==> src/hw/rtl/clcs_pkg.sv <==
// ----------------------------------------------------------------------------
// clcs_pkg: shared types and constants for the line center steering unit
// Geometry of the frame, register indexes and the front/back handoff word.
// ----------------------------------------------------------------------------
`default_nettype none
package clcs_pkg;
  localparam int ROW_PIXELS = 320;
  localparam int FRAME_ROWS = 240;
  localparam int RUN_ROWS   = 4;
  localparam int ROW_BYTES  = (ROW_PIXELS + 7) / 8;
  localparam int COL_W      = 6;
  localparam int ROWC_W     = 8;
  localparam int CW         = 10;
  localparam int QDEPTH     = 2;

  localparam logic [2:0] CFG_P_GAIN  = 3'd0;
  localparam logic [2:0] CFG_D_GAIN  = 3'd1;
  localparam logic [2:0] CFG_CREF    = 3'd2;
  localparam logic [2:0] CFG_NEUTRAL = 3'd3;
  localparam logic [2:0] CFG_SMIN    = 3'd4;
  localparam logic [2:0] CFG_SMAX    = 3'd5;
  localparam logic [2:0] CFG_WHITE   = 3'd6;

  // Per-frame outcome passed from the pixel front end to the PD back end.
  typedef struct packed {
    logic          locked;
    logic [CW-1:0] center;
  } frame_res_t;
endpackage
`default_nettype wire

==> src/hw/rtl/camera_line_center_steering_unit.sv <==
// ----------------------------------------------------------------------------
// camera_line_center_steering_unit: line follower steering from camera bytes
// Finds the line center per row, picks a frame target and runs a PD step.
// ----------------------------------------------------------------------------
// Channel   Dir  Handshake             Payload
// in_       in   in_valid/in_ready     in_pixel_byte, in_frame_start
// out_      out  out_valid/out_ready   servo, target, error, line_found
// cfg_      in   cfg_we                cfg_index, cfg_data
//
// One pixel byte is taken every cycle while in_ready is high; all eight
// pixels are scanned at once. A frame's result passes the queue and back end
// stages and is held in the output register until taken. Results wait in a
// two-entry queue, so in_ready drops only when that queue is full. Reset is
// synchronous and restores the register defaults; there is no clearing pass.
// ----------------------------------------------------------------------------
`default_nettype none
module camera_line_center_steering_unit import clcs_pkg::*; (
  input  wire logic        clk,
  input  wire logic        rst_n,
  input  wire logic        in_valid,
  output logic             in_ready,
  input  wire logic [7:0]  in_pixel_byte,
  input  wire logic        in_frame_start,
  output logic             out_valid,
  input  wire logic        out_ready,
  output logic [11:0]      out_servo_pulse,
  output logic [9:0]       out_target_center,
  output logic signed [10:0] out_steering_error,
  output logic             out_line_found,
  input  wire logic        cfg_we,
  input  wire logic [2:0]  cfg_index,
  input  wire logic [15:0] cfg_data
);
  logic [15:0] p_gain_r, d_gain_r;
  logic [9:0]  cref_r;
  logic [11:0] neutral_r, smin_r, smax_r;
  logic        white_r;

  always_ff @(posedge clk) begin
    if (!rst_n) begin
      p_gain_r <= '0; d_gain_r <= '0; cref_r <= 10'd160; neutral_r <= 12'd1200;
      smin_r <= 12'd800; smax_r <= 12'd2000; white_r <= 1'b0;
    end else if (cfg_we) begin
      unique case (cfg_index)
        CFG_P_GAIN:  p_gain_r  <= cfg_data;
        CFG_D_GAIN:  d_gain_r  <= cfg_data;
        CFG_CREF:    cref_r    <= cfg_data[9:0];
        CFG_NEUTRAL: neutral_r <= cfg_data[11:0];
        CFG_SMIN:    smin_r    <= cfg_data[11:0];
        CFG_SMAX:    smax_r    <= cfg_data[11:0];
        CFG_WHITE:   white_r   <= cfg_data[0];
        default: ;
      endcase
    end
  end

  logic       take, fr_valid, q_full, q_empty, q_rd;
  frame_res_t fr, q_data;
  logic [10:0] err;

  assign in_ready = !q_full;
  assign take = in_valid && in_ready;

  clcs_front u_front (
    .clk, .rst_n, .white_level(white_r), .take,
    .pixel_byte(in_pixel_byte), .frame_start(in_frame_start),
    .res_valid(fr_valid), .res(fr)
  );

  clcs_queue u_queue (
    .clk, .rst_n, .wr_en(fr_valid), .wr_data(fr), .full(q_full),
    .empty(q_empty), .rd_en(q_rd), .rd_data(q_data)
  );

  clcs_back u_back (
    .clk, .rst_n, .p_gain(p_gain_r), .d_gain(d_gain_r), .center_reference(cref_r),
    .servo_neutral(neutral_r), .servo_min(smin_r), .servo_max(smax_r),
    .q_empty, .q_data, .q_rd, .out_valid, .out_ready, .out_servo_pulse,
    .out_target_center, .out_steering_error(err), .out_line_found
  );
  assign out_steering_error = err;

  // A finished frame never lands in a full queue.
  a_no_overflow: assert property (@(posedge clk) disable iff (!rst_n)
    fr_valid |-> !q_full) else $error("frame result written into full queue");
  // The back end never pulls from an empty queue.
  a_no_underflow: assert property (@(posedge clk) disable iff (!rst_n)
    q_rd |-> !q_empty) else $error("queue read while empty");
  // A result that is not taken stays put.
  a_out_hold: assert property (@(posedge clk) disable iff (!rst_n)
    out_valid && !out_ready |=> out_valid && $stable(out_servo_pulse))
    else $error("output result changed while stalled");
endmodule
`default_nettype wire

==> src/hw/rtl/clcs_front.sv <==
// ----------------------------------------------------------------------------
// clcs_front: edge detection and run tracking
// Scans eight pixels per byte and emits the frame's chosen center at frame end.
// ----------------------------------------------------------------------------
`default_nettype none
module clcs_front import clcs_pkg::*; (
  input  wire logic       clk,
  input  wire logic       rst_n,
  input  wire logic       white_level,
  input  wire logic       take,
  input  wire logic [7:0] pixel_byte,
  input  wire logic       frame_start,
  output logic            res_valid,
  output frame_res_t      res
);
  typedef enum logic [2:0] {
    PH_RISE = 3'b001,
    PH_FALL = 3'b010,
    PH_DONE = 3'b100
  } edge_phase_t;

  logic [COL_W-1:0]  col_r, col_nxt;
  logic [ROWC_W-1:0] row_r, row_nxt;
  edge_phase_t       ph_r, ph_nxt;
  logic [2:0]        hist_r, hist_nxt;
  logic [CW-1:0]     rise_r, rise_nxt, fall_r, fall_nxt;
  logic [2:0]        run_r, run_nxt;
  logic [CW-1:0]     start_r, start_nxt, chosen_r, chosen_nxt;
  logic              lock_r, lock_nxt;

  always_comb begin
    logic [CW:0]  p, ctr_w;
    logic [CW-1:0] ctr;
    logic         w, h0, h1, h2;
    col_nxt = col_r; row_nxt = row_r; ph_nxt = ph_r; hist_nxt = hist_r;
    rise_nxt = rise_r; fall_nxt = fall_r; run_nxt = run_r;
    start_nxt = start_r; chosen_nxt = chosen_r; lock_nxt = lock_r;
    res_valid = 1'b0;
    res = '0;
    p = '0; ctr_w = '0; ctr = '0; w = 1'b0; h0 = 1'b0; h1 = 1'b0; h2 = 1'b0;
    if (take) begin
      if (frame_start) begin
        col_nxt = '0; row_nxt = '0; ph_nxt = PH_RISE; hist_nxt = '0;
        rise_nxt = '0; fall_nxt = '0; run_nxt = '0; start_nxt = '0;
        chosen_nxt = '0; lock_nxt = 1'b0;
      end
      for (int k = 0; k < 8; k++) begin
        p = (CW+1)'(col_nxt) * (CW+1)'(8) + (CW+1)'(k);
        if (p < (CW+1)'(ROW_PIXELS)) begin
          w  = (pixel_byte[7-k] == white_level);
          h0 = hist_nxt[0]; h1 = hist_nxt[1]; h2 = hist_nxt[2];
          if (ph_nxt == PH_RISE) begin
            if (p == (CW+1)'(2)) begin
              if (h1 && h0 && w) begin
                rise_nxt = '0; ph_nxt = PH_FALL;
              end
            end else if (p >= (CW+1)'(3)) begin
              if (!h2 && !h1 && h0 && w) begin
                rise_nxt = CW'(p - 1'b1); ph_nxt = PH_FALL;
              end
            end
          end else if (ph_nxt == PH_FALL) begin
            if (p >= {1'b0, rise_nxt} + (CW+1)'(3) && h2 && h1 && !h0 && !w) begin
              fall_nxt = CW'(p - 1'b1); ph_nxt = PH_DONE;
            end
          end
          hist_nxt = {hist_nxt[1:0], w};
        end
      end
      col_nxt = col_nxt + 1'b1;
      if (col_nxt >= COL_W'(ROW_BYTES)) begin
        if (ph_nxt == PH_FALL) ctr_w = {1'b0, rise_nxt} + (CW+1)'(ROW_PIXELS);
        else                   ctr_w = {1'b0, rise_nxt} + {1'b0, fall_nxt};
        ctr = (ph_nxt == PH_RISE) ? '0 : ctr_w[CW:1];
        if (ctr != '0) begin
          if (run_nxt == '0) start_nxt = ctr;
          if (run_nxt < 3'd7) run_nxt = run_nxt + 1'b1;
          if (!lock_nxt && run_nxt >= 3'(RUN_ROWS)) begin
            chosen_nxt = start_nxt; lock_nxt = 1'b1;
          end
        end else begin
          run_nxt = '0;
        end
        col_nxt = '0; ph_nxt = PH_RISE; hist_nxt = '0; rise_nxt = '0; fall_nxt = '0;
        row_nxt = row_nxt + 1'b1;
        if (row_nxt >= ROWC_W'(FRAME_ROWS)) begin
          res_valid  = 1'b1;
          res.locked = lock_nxt;
          res.center = chosen_nxt;
          row_nxt = '0; run_nxt = '0; start_nxt = '0; chosen_nxt = '0; lock_nxt = 1'b0;
        end
      end
    end
  end

  always_ff @(posedge clk) begin
    if (!rst_n) begin
      col_r <= '0; row_r <= '0; ph_r <= PH_RISE; hist_r <= '0; rise_r <= '0;
      fall_r <= '0; run_r <= '0; start_r <= '0; chosen_r <= '0; lock_r <= 1'b0;
    end else begin
      col_r <= col_nxt; row_r <= row_nxt; ph_r <= ph_nxt; hist_r <= hist_nxt;
      rise_r <= rise_nxt; fall_r <= fall_nxt; run_r <= run_nxt;
      start_r <= start_nxt; chosen_r <= chosen_nxt; lock_r <= lock_nxt;
    end
  end
endmodule
`default_nettype wire

==> src/hw/rtl/clcs_queue.sv <==
// ----------------------------------------------------------------------------
// clcs_queue: two-entry queue between front and back end
// Holds frame outcomes so the back end may stall without stopping pixels.
// ----------------------------------------------------------------------------
`default_nettype none
module clcs_queue import clcs_pkg::*; (
  input  wire logic  clk,
  input  wire logic  rst_n,
  input  wire logic  wr_en,
  input  frame_res_t wr_data,
  output logic       full,
  output logic       empty,
  input  wire logic  rd_en,
  output frame_res_t rd_data
);
  frame_res_t mem_r [QDEPTH];
  logic       wp_r, rp_r;
  logic [1:0] cnt_r;

  assign full    = (cnt_r == 2'(QDEPTH));
  assign empty   = (cnt_r == '0);
  assign rd_data = mem_r[rp_r];

  always_ff @(posedge clk) begin
    if (wr_en) mem_r[wp_r] <= wr_data;
  end

  always_ff @(posedge clk) begin
    if (!rst_n) begin
      wp_r <= 1'b0; rp_r <= 1'b0; cnt_r <= '0;
    end else begin
      if (wr_en) wp_r <= ~wp_r;
      if (rd_en) rp_r <= ~rp_r;
      cnt_r <= cnt_r + {1'b0, wr_en} - {1'b0, rd_en};
    end
  end
endmodule
`default_nettype wire

==> src/hw/rtl/clcs_back.sv <==
// ----------------------------------------------------------------------------
// clcs_back: PD step and servo clamp
// Three stages: error and products, sum and scale, clamp into output register.
// ----------------------------------------------------------------------------
`default_nettype none
module clcs_back import clcs_pkg::*; (
  input  wire logic        clk,
  input  wire logic        rst_n,
  input  wire logic [15:0] p_gain,
  input  wire logic [15:0] d_gain,
  input  wire logic [9:0]  center_reference,
  input  wire logic [11:0] servo_neutral,
  input  wire logic [11:0] servo_min,
  input  wire logic [11:0] servo_max,
  input  wire logic        q_empty,
  input  frame_res_t       q_data,
  output logic             q_rd,
  output logic             out_valid,
  input  wire logic        out_ready,
  output logic [11:0]      out_servo_pulse,
  output logic [9:0]       out_target_center,
  output logic [10:0]      out_steering_error,
  output logic             out_line_found
);
  // The D term needs the previous error, so one frame is in flight at a time;
  // frames are thousands of bytes apart, so this never limits the rate.
  logic               s1_r, s2_r, busy;
  logic signed [10:0] perr_r;
  logic signed [27:0] ep_r, ed_r;
  logic signed [36:0] u_r;
  logic [9:0]         tgt_r, tgt_nxt;
  logic signed [11:0] e_r, e_nxt, de;
  logic               lk_r;
  logic signed [27:0] dterm;
  logic signed [36:0] sum, u, v;
  logic [11:0]        pulse;

  assign busy = s1_r || s2_r || out_valid;
  assign q_rd = !q_empty && !busy;
  assign tgt_nxt = q_data.locked ? q_data.center : center_reference;
  assign e_nxt = $signed({2'b00, center_reference}) - $signed({2'b00, tgt_nxt});
  assign de = e_nxt - 12'(perr_r);
  assign dterm = (ed_r < 0) ? -((-ed_r) >>> 8) : (ed_r >>> 8);
  assign sum = 37'(ep_r) + 37'(dterm) * 37'sd256;
  assign u = (sum < 0) ? -((-sum) >>> 8) : (sum >>> 8);
  assign v = $signed({25'd0, servo_neutral}) - u_r;

  always_comb begin
    if (v <= $signed({25'd0, servo_min}))      pulse = servo_min;
    else if (v >= $signed({25'd0, servo_max})) pulse = servo_max;
    else                                       pulse = v[11:0];
  end

  always_ff @(posedge clk) begin
    if (q_rd) begin
      ep_r  <= 28'(e_nxt) * 28'($signed(p_gain));
      ed_r  <= 28'(de) * 28'($signed(d_gain));
      tgt_r <= tgt_nxt;
      e_r   <= e_nxt;
      lk_r  <= q_data.locked;
    end
    if (s1_r) u_r <= u;
    if (s2_r) begin
      out_servo_pulse    <= pulse;
      out_target_center  <= tgt_r;
      out_steering_error <= e_r[10:0];
      out_line_found     <= lk_r;
    end
  end

  always_ff @(posedge clk) begin
    if (!rst_n) begin
      s1_r <= 1'b0; s2_r <= 1'b0; out_valid <= 1'b0; perr_r <= '0;
    end else begin
      s1_r <= q_rd;
      s2_r <= s1_r;
      if (q_rd) perr_r <= e_nxt[10:0];
      if (s2_r) out_valid <= 1'b1;
      else if (out_ready) out_valid <= 1'b0;
    end
  end
endmodule
`default_nettype wire
==> config.mk <==
export PLATFORM = sky130hd
export DESIGN_NAME = camera_line_center_steering_unit
export DESIGN_NICKNAME = d
export VERILOG_FILES = /design/src/hw/rtl/clcs_pkg.sv /design/src/hw/rtl/camera_line_center_steering_unit.sv /design/src/hw/rtl/clcs_front.sv /design/src/hw/rtl/clcs_queue.sv /design/src/hw/rtl/clcs_back.sv
export SDC_FILE = /design/constraint.sdc
export NUM_CORES = 2
export LEC_CHECK = 0
export BUFFER_PORTS_ARGS = -buffer_cell sky130_fd_sc_hd__buf_2
export CORE_ASPECT_RATIO = 1.4
export CORE_MARGIN = 1
export CORE_UTILIZATION = 45
export DETAILED_ROUTE_END_ITERATION = 8
export PLACE_DENSITY = 0.61
export SLEW_MARGIN = 20
export SYNTH_ARGS = -nofsm -noshare
export SYNTH_HDL_FRONTEND = slang
export SYNTH_HIERARCHICAL = 1
export SYNTH_SLANG_ARGS = --single-unit
==> constraint.sdc <==
create_clock -name clk -period 16.27 [get_ports clk]
set_input_delay 0.8135 -clock clk [delete_from_list [all_inputs] [get_ports clk]]
set_output_delay 0.8135 -clock clk [all_outputs]
set_load 0.01 [all_outputs]
## After elaboration in Yosys (flattened, before gate mapping)

Memories as Yosys holds them, arrays and structs flattened. A register that Yosys moved wholly into a read port is not among the register bits.
Index checks and enable logic that the tools add are counted.

| operators by class | value |
|---|---|
| divide/modulo/power cells | 0 |
| equality and inequality tests | 40 |
| multiply operators | 2 |
| bitwise logic cells | 2 |
| reduce and logical (&&, ||, !) cells | 123 |
| muxes and demuxes | 238 |
| order comparisons | 32 |
| shift-type cells | 0 |
| $add $sub $neg | 38 |

Operators with widths:

| kind | number |
|---|---|
| 10-bit 2-to-1 mux | 106 |
| 3-bit 2-to-1 mux | 100 |
| 10-bit by 2-bit adder with 11-bit output (second input constant) | 8 |
| 11-bit by 2-bit equality test with 1-bit output (second input constant) | 7 |
| 11-bit >= comparator | 7 |
| 11-bit by 2-bit >= comparator with 1-bit output (second input constant) | 7 |
| 11-bit by 9-bit < comparator with 1-bit output (second input constant) | 7 |
| 1-bit logical AND | 73 |
| 10-bit by 1-bit subtractor with 10-bit output (second input constant) | 7 |
| 11-bit 2-to-1 mux | 6 |
| 9-bit by 3-bit adder with 10-bit output (second input constant) | 4 |
| 28-bit by 36-bit adder with 37-bit output | 1 |
| 37-bit by 13-bit >= comparator with 1-bit output | 1 |
| 37-bit by 13-bit less-or-equal comparator with 1-bit output | 1 |
| 37-bit by 1-bit < comparator with 1-bit output (second input constant) | 1 |
| 37-bit 2-to-1 mux | 1 |
| 29-bit negation with 37-bit output | 1 |
| 37-bit negation | 1 |
| 13-bit by 37-bit subtractor with 37-bit output | 1 |
| 1-bit logical NOT | 36 |
| 3-bit by 2-bit equality test with 1-bit output (second input constant) | 11 |
| 8-bit 2-to-1 mux | 4 |
| 3-bit by 1-bit equality test with 1-bit output (second input constant) | 10 |
| 28-bit by 1-bit < comparator with 1-bit output (second input constant) | 1 |
| other kinds (37) | 73 |

| word-level totals | value |
|---|---|
| word-level logic and storage cells | 510 |
| memory bits (writable) | 22 |
| latch bits | 0 |
| output and inout port bits | 36 |
| input port bits | 33 |
| memories kept | 1 |
| bits in read-only memories | 0 |
| bits in registers | 310 |

Memory list:

| memory | words | width | rd ports | clocked after memory_dff | wr ports | RTL line | text |
|---|---|---|---|---|---|---|---|
| u_queue.mem_r | 2 | 11 | 1 | 1 | 1 | clcs_queue.sv:16 | `frame_res_t mem_r [QDEPTH];` |

## Depth between registers and ports, before layout

| depth | value |
|---|---|
| word-level depth | 85 |
| depth in mapped cells | 72 |
| gate-level depth less buffers | 65 |

## Hierarchy

Netlist, hierarchy kept.

By module, submodules not included:

| module | times used | seq. area each (um^2) | cells each | area an instance (um^2) |
|---|---|---|---|---|
| clcs_back | 1 | 4724.5 | 2712 | 25065.3 |
| clcs_front | 1 | 1281.2 | 1424 | 10231.1 |
| camera_line_center_steering_unit | 1 | 1581.5 | 292 | 3034.2 |
| clcs_queue | 1 | 760.7 | 55 | 1017.2 |

## Worst setup path after synthesis

No wires, ideal clock.

| timing | value |
|---|---|
| path type | input to register |
| start point | input port in_frame_start |
| end point | register u_front.start_r[2] |
| cell stages on the path | 71 |
| path buffers | 7 |
| required time | 16.153 ns |
| slack | 3.348 ns |
| library setup time | 0.117 ns |
| data arrival time | 12.805 ns |
| path through | buf_4 buf_4 buf_4 clkbuf_1 nor2_1 inv_1 ha_1 nand3b_1 nor3_1 xor2_1 nand2_1 ha_1 a21oi_1 nor2b_1 o31ai_1 o2111ai_1 a21oi_4 nor3_2 [... 35 more ...] ha_1 o21ai_0 nand2b_1 a21o_1 a21o_1 a21oi_1 o21bai_1 nand2_1 nand2_1 a21o_1 nor4_1 o21ai_1 o31ai_2 and3_1 buf_6 nor2_2 buf_4 a22o_1 |

| between the ends | value |
|---|---|
| word-level cells in the longest chain between the ends | 76 |
| elaborated cells on any way between the ends | 369 |
| classes of those cells | add/sub (27); order compare (26); eq/ne (25); mux (195); reduce/logical (96) |

Ends and longest elaborated chain:

| what | RTL line | text |
|---|---|---|
| start: declaration | camera_line_center_steering_unit.sv:23 | `input wire logic in_frame_start,` |
| branches (longest 75 deep; another with 10-bit by 2-bit adder with 11-bit output) | - |  |
| 10-bit 2-to-1 mux * | clcs_front.sv:71 | `if (col_nxt >= COL_W'(ROW_BYTES)) begin` |
| end signal: assignment | clcs_front.sv:103 | `start_r <= start_nxt; chosen_r <= chosen_nxt; lock_r <= lock_nxt;` |
| end: declaration | clcs_front.sv:28 | `logic [CW-1:0] start_r, start_nxt, chosen_r, chosen_nxt;` |

Mark *: on every way between the ends. The select of a mux whose other input is x is not followed.
A chain may end at the register's enable or synchronous reset.

## Final worst setup path

| timing | value |
|---|---|
| start point | input port in_frame_start |
| end point | register u_front.start_r[1] |

Same word-level chain as after synthesis.

==> metrics.txt <==
status=finished clean; Multi-input gate area=28,200 um^2; ys flop type=edfxtp_1; DR pass1 iterations=6; Max Root-Sink Buffers=3; Post CTS Setup Buffer Count=0; RSZ-0062 raised after global routing=false; CTS root buffer=clkbuf_16; HP Start=u_back/e_r[10]; gr usage total=~27%; Peak VDD IR=54.0 uV; # fillers=8,494; cell mode on critical path=ha_1; global-route wire length before repair=between 150,000 and 200,000 um; maximum number of pins on one net before global-route repair=92; Setup violations, final=0; Hold Buf Count CTS=0; FFs w/ async S/R, synth=0%; synth top area cells=fa_1, edfxtp_1, ha_1; Post-Syn Area=39,300 um^2; Unique masters post-synth=140; Layout Cells excl Fill=5,651; Synth top area share=17.6%; H-tree depth=2; hold path cells=0; # IOs=between 60 and 70; Remaining Overflow, GRT=0; post-synth net total=between 5,000 and 6,000; IO Port Bufs=68; FMAX=approximately 68 MHz; Slew Limit Headroom=between 20% and 30%; delay-heaviest family, CP=compound AO/OA/AOI/OAI gates; clock skew=roughly 0.026 ns; final instance area=around 42,000 um^2; WP data arrival=roughly 15 ns; setup TNS=0 ns; crit path launch type=input port; Row Count=about 130; Synth area leader=fa_1; crit path kind=input port to register; slew at the pin with the worst max-slew slack=about 1.1 ns; Crit-path slowest cell=o2111ai_1; HP Class=register to register; CTS tree=built; Final min period=14.77 ns; crit path capture type=register; slowest cell delay on critical path=roughly 0.63 ns; Final nets=roughly 5,100; drt via density=between 5 and 6; worst endpoint required time=16.78 ns; Initial Utilization=45.3%; Max Cap Viol=0; FF/Latch Area=approximately 8300 um^2; RR Startpoint=u_front/rise_r[1]; chip height=352 um; placed insts=approximately 5,600; fin crit share=about nine tenths; Reg2Reg Setup Slack=around 1.6 ns; register area share after synthesis=approximately a fifth; synthesized area per cell=between 8 and 9 um^2; Leakage Power=0.0180 uW; register bit total from synthesis=between 300 and 400; initial antenna violation count=2; DRT Wirelength=117,000 um; Post-Synthesis Cells=roughly 4,500; Post-Place Cell Area=roughly 41,000 um^2; total CTS buffers=36; full die area=slightly below 90,000 um^2; number of synthesized flops with an enable pin=170; Final Hold Fails=0; diode count=0; initial drt markers=approximately 1,900; DIE WIDTH=around 250 um; Worst-path clk slew=roughly 0.060 ns; Syn. warnings=6; Sink Count=between 300 and 400; drt drc=0; DP HPWL=around 90,000 um; Reg2Reg Depth=66; worst skew pair latency=approximately 0.56 ns; CP Max Fanout=25; PD cells=58.3 nW/um^2; Hold EP=u_back/out_steering_error[10]; DRT antenna net count=0; Final Slew Violations=0; worst path bufs/invs=4; Core Area=~87,000 um^2; DR vias=32,500; Worst R2R End=u_front/start_r[1]; WL/cell=just over 20 um; Area growth syn-to-layout=6.80%; vias in the first global route=33,000; CTS resizes=0; Placer Congestion=about 1.0; share of cells above drive strength 1=around 7.8%
cell type report:
class,count,area share [%]
clock buffers,44,2.34
clock inverters,22,0.649
inverters,533,4.77
multi-input cells,3423,67.0
flip-flops and latches,332,19.9
well taps,1170,3.48
repair buffers,127,1.87
worst max path at each step:
stage               slack, ns            endpoint            from  cells past startpoint
finish                   1.50  u_front/start_r[1]  in_frame_start                     66
global route             0.20  u_front/start_r[1]  in_frame_start                     66
CTS                      1.87  u_front/start_r[1]  in_frame_start                     66
detailed placement       1.34  u_front/start_r[0]  in_frame_start                     66
global placement         1.53  u_front/start_r[0]  in_frame_start                     66
floorplan                3.35  u_front/start_r[2]  in_frame_start                     71
layout by cell type, fill, tap and decap left out, types with 85 or more instances in the layout:
cell,n
nor2_1,254
nor3_1,85
fa_1,345
nor2b_1,133
ha_1,266
a21oi_1,182
mux2i_1,112
o21ai_0,154
and2_1,169
inv_1,527
dfxtp_1,161
nand2_1,470
nand3_1,98
xnor2_1,138
edfxtp_1,170
sequential cells by signal, indices dropped and copies added, names as in the netlist, 16 cells and up, named ones only:
register       flops
p_gain_r          16
d_gain_r          16
u_back/u_r        37
u_queue/mem_r     22
u_back/ed_r       28
u_back/ep_r       27
logic make-up (layout without fill, tap and decap cells):
family          after synthesis  after routing  synth area share [%]
compound gates              856            856                  15.3
xor+xnor                    207            207                  4.73
fa+ha+maj                   611            611                  26.0
buf+inv                     728            726                  7.43
flops                       332            332                  21.2
mux                         140            140                  3.69
simple gates               1609           1609                  21.6
routing by layer:
metal	wire length [um]	vias to the layer above	share of wire [%]	GRT usage [%]
li1	-	15300	-	-
met1	45000	16000	38	29.8
met2	60200	846	51	49.8
met3	4270	346	3.6	2.68
met4	7810	2	6.7	16.0
met5	13	-	0.011	0
stage by stage:
stage          hold WS [ns]  power (uW)  utilization [%]  setup slack [ns]
3_5_place_dp          0.406        1590             46.9              1.34
6_report              0.411        2450             48.4              1.50
4_1_cts               0.408        2480             48.4              1.87
3_3_place_gp          0.402        1590             46.9              1.53
5_1_grt               0.422        2580             48.4             0.202
2_1_floorplan         0.400        1410                -              3.35
where the power goes:
part | total, uW | internal [uW] | leakage, uW | switching, uW
clock | 875 | 516 | 0.000614 | 358
combinational | 660 | 255 | 0.0145 | 405
sequential | 915 | 900 | 0.00284 | 15.2
cells in the mapped netlist, drive strengths merged (21+ instances only):
cell type and n:
a211oi 33, a21boi 38, a21o 51, a21oi 189, a22o 23, a31oi 51, and2 171, and3 36
buf 62, clkbuf 133, dfxtp 162, edfxtp 170, fa 345, ha 266, inv 531, mux2 27
mux2i 113, nand2 474, nand2b 75, nand3 99, nand3b 21, nand4 41, nor2 259, nor2b 135
nor3 96, nor3b 29, nor4 39, o211ai 33, o21a 30, o21ai 180, o22ai 22, o31ai 21
or2 21, or3 33, xnor2 141, xor2 65
Power figures use the tool's default switching activity.
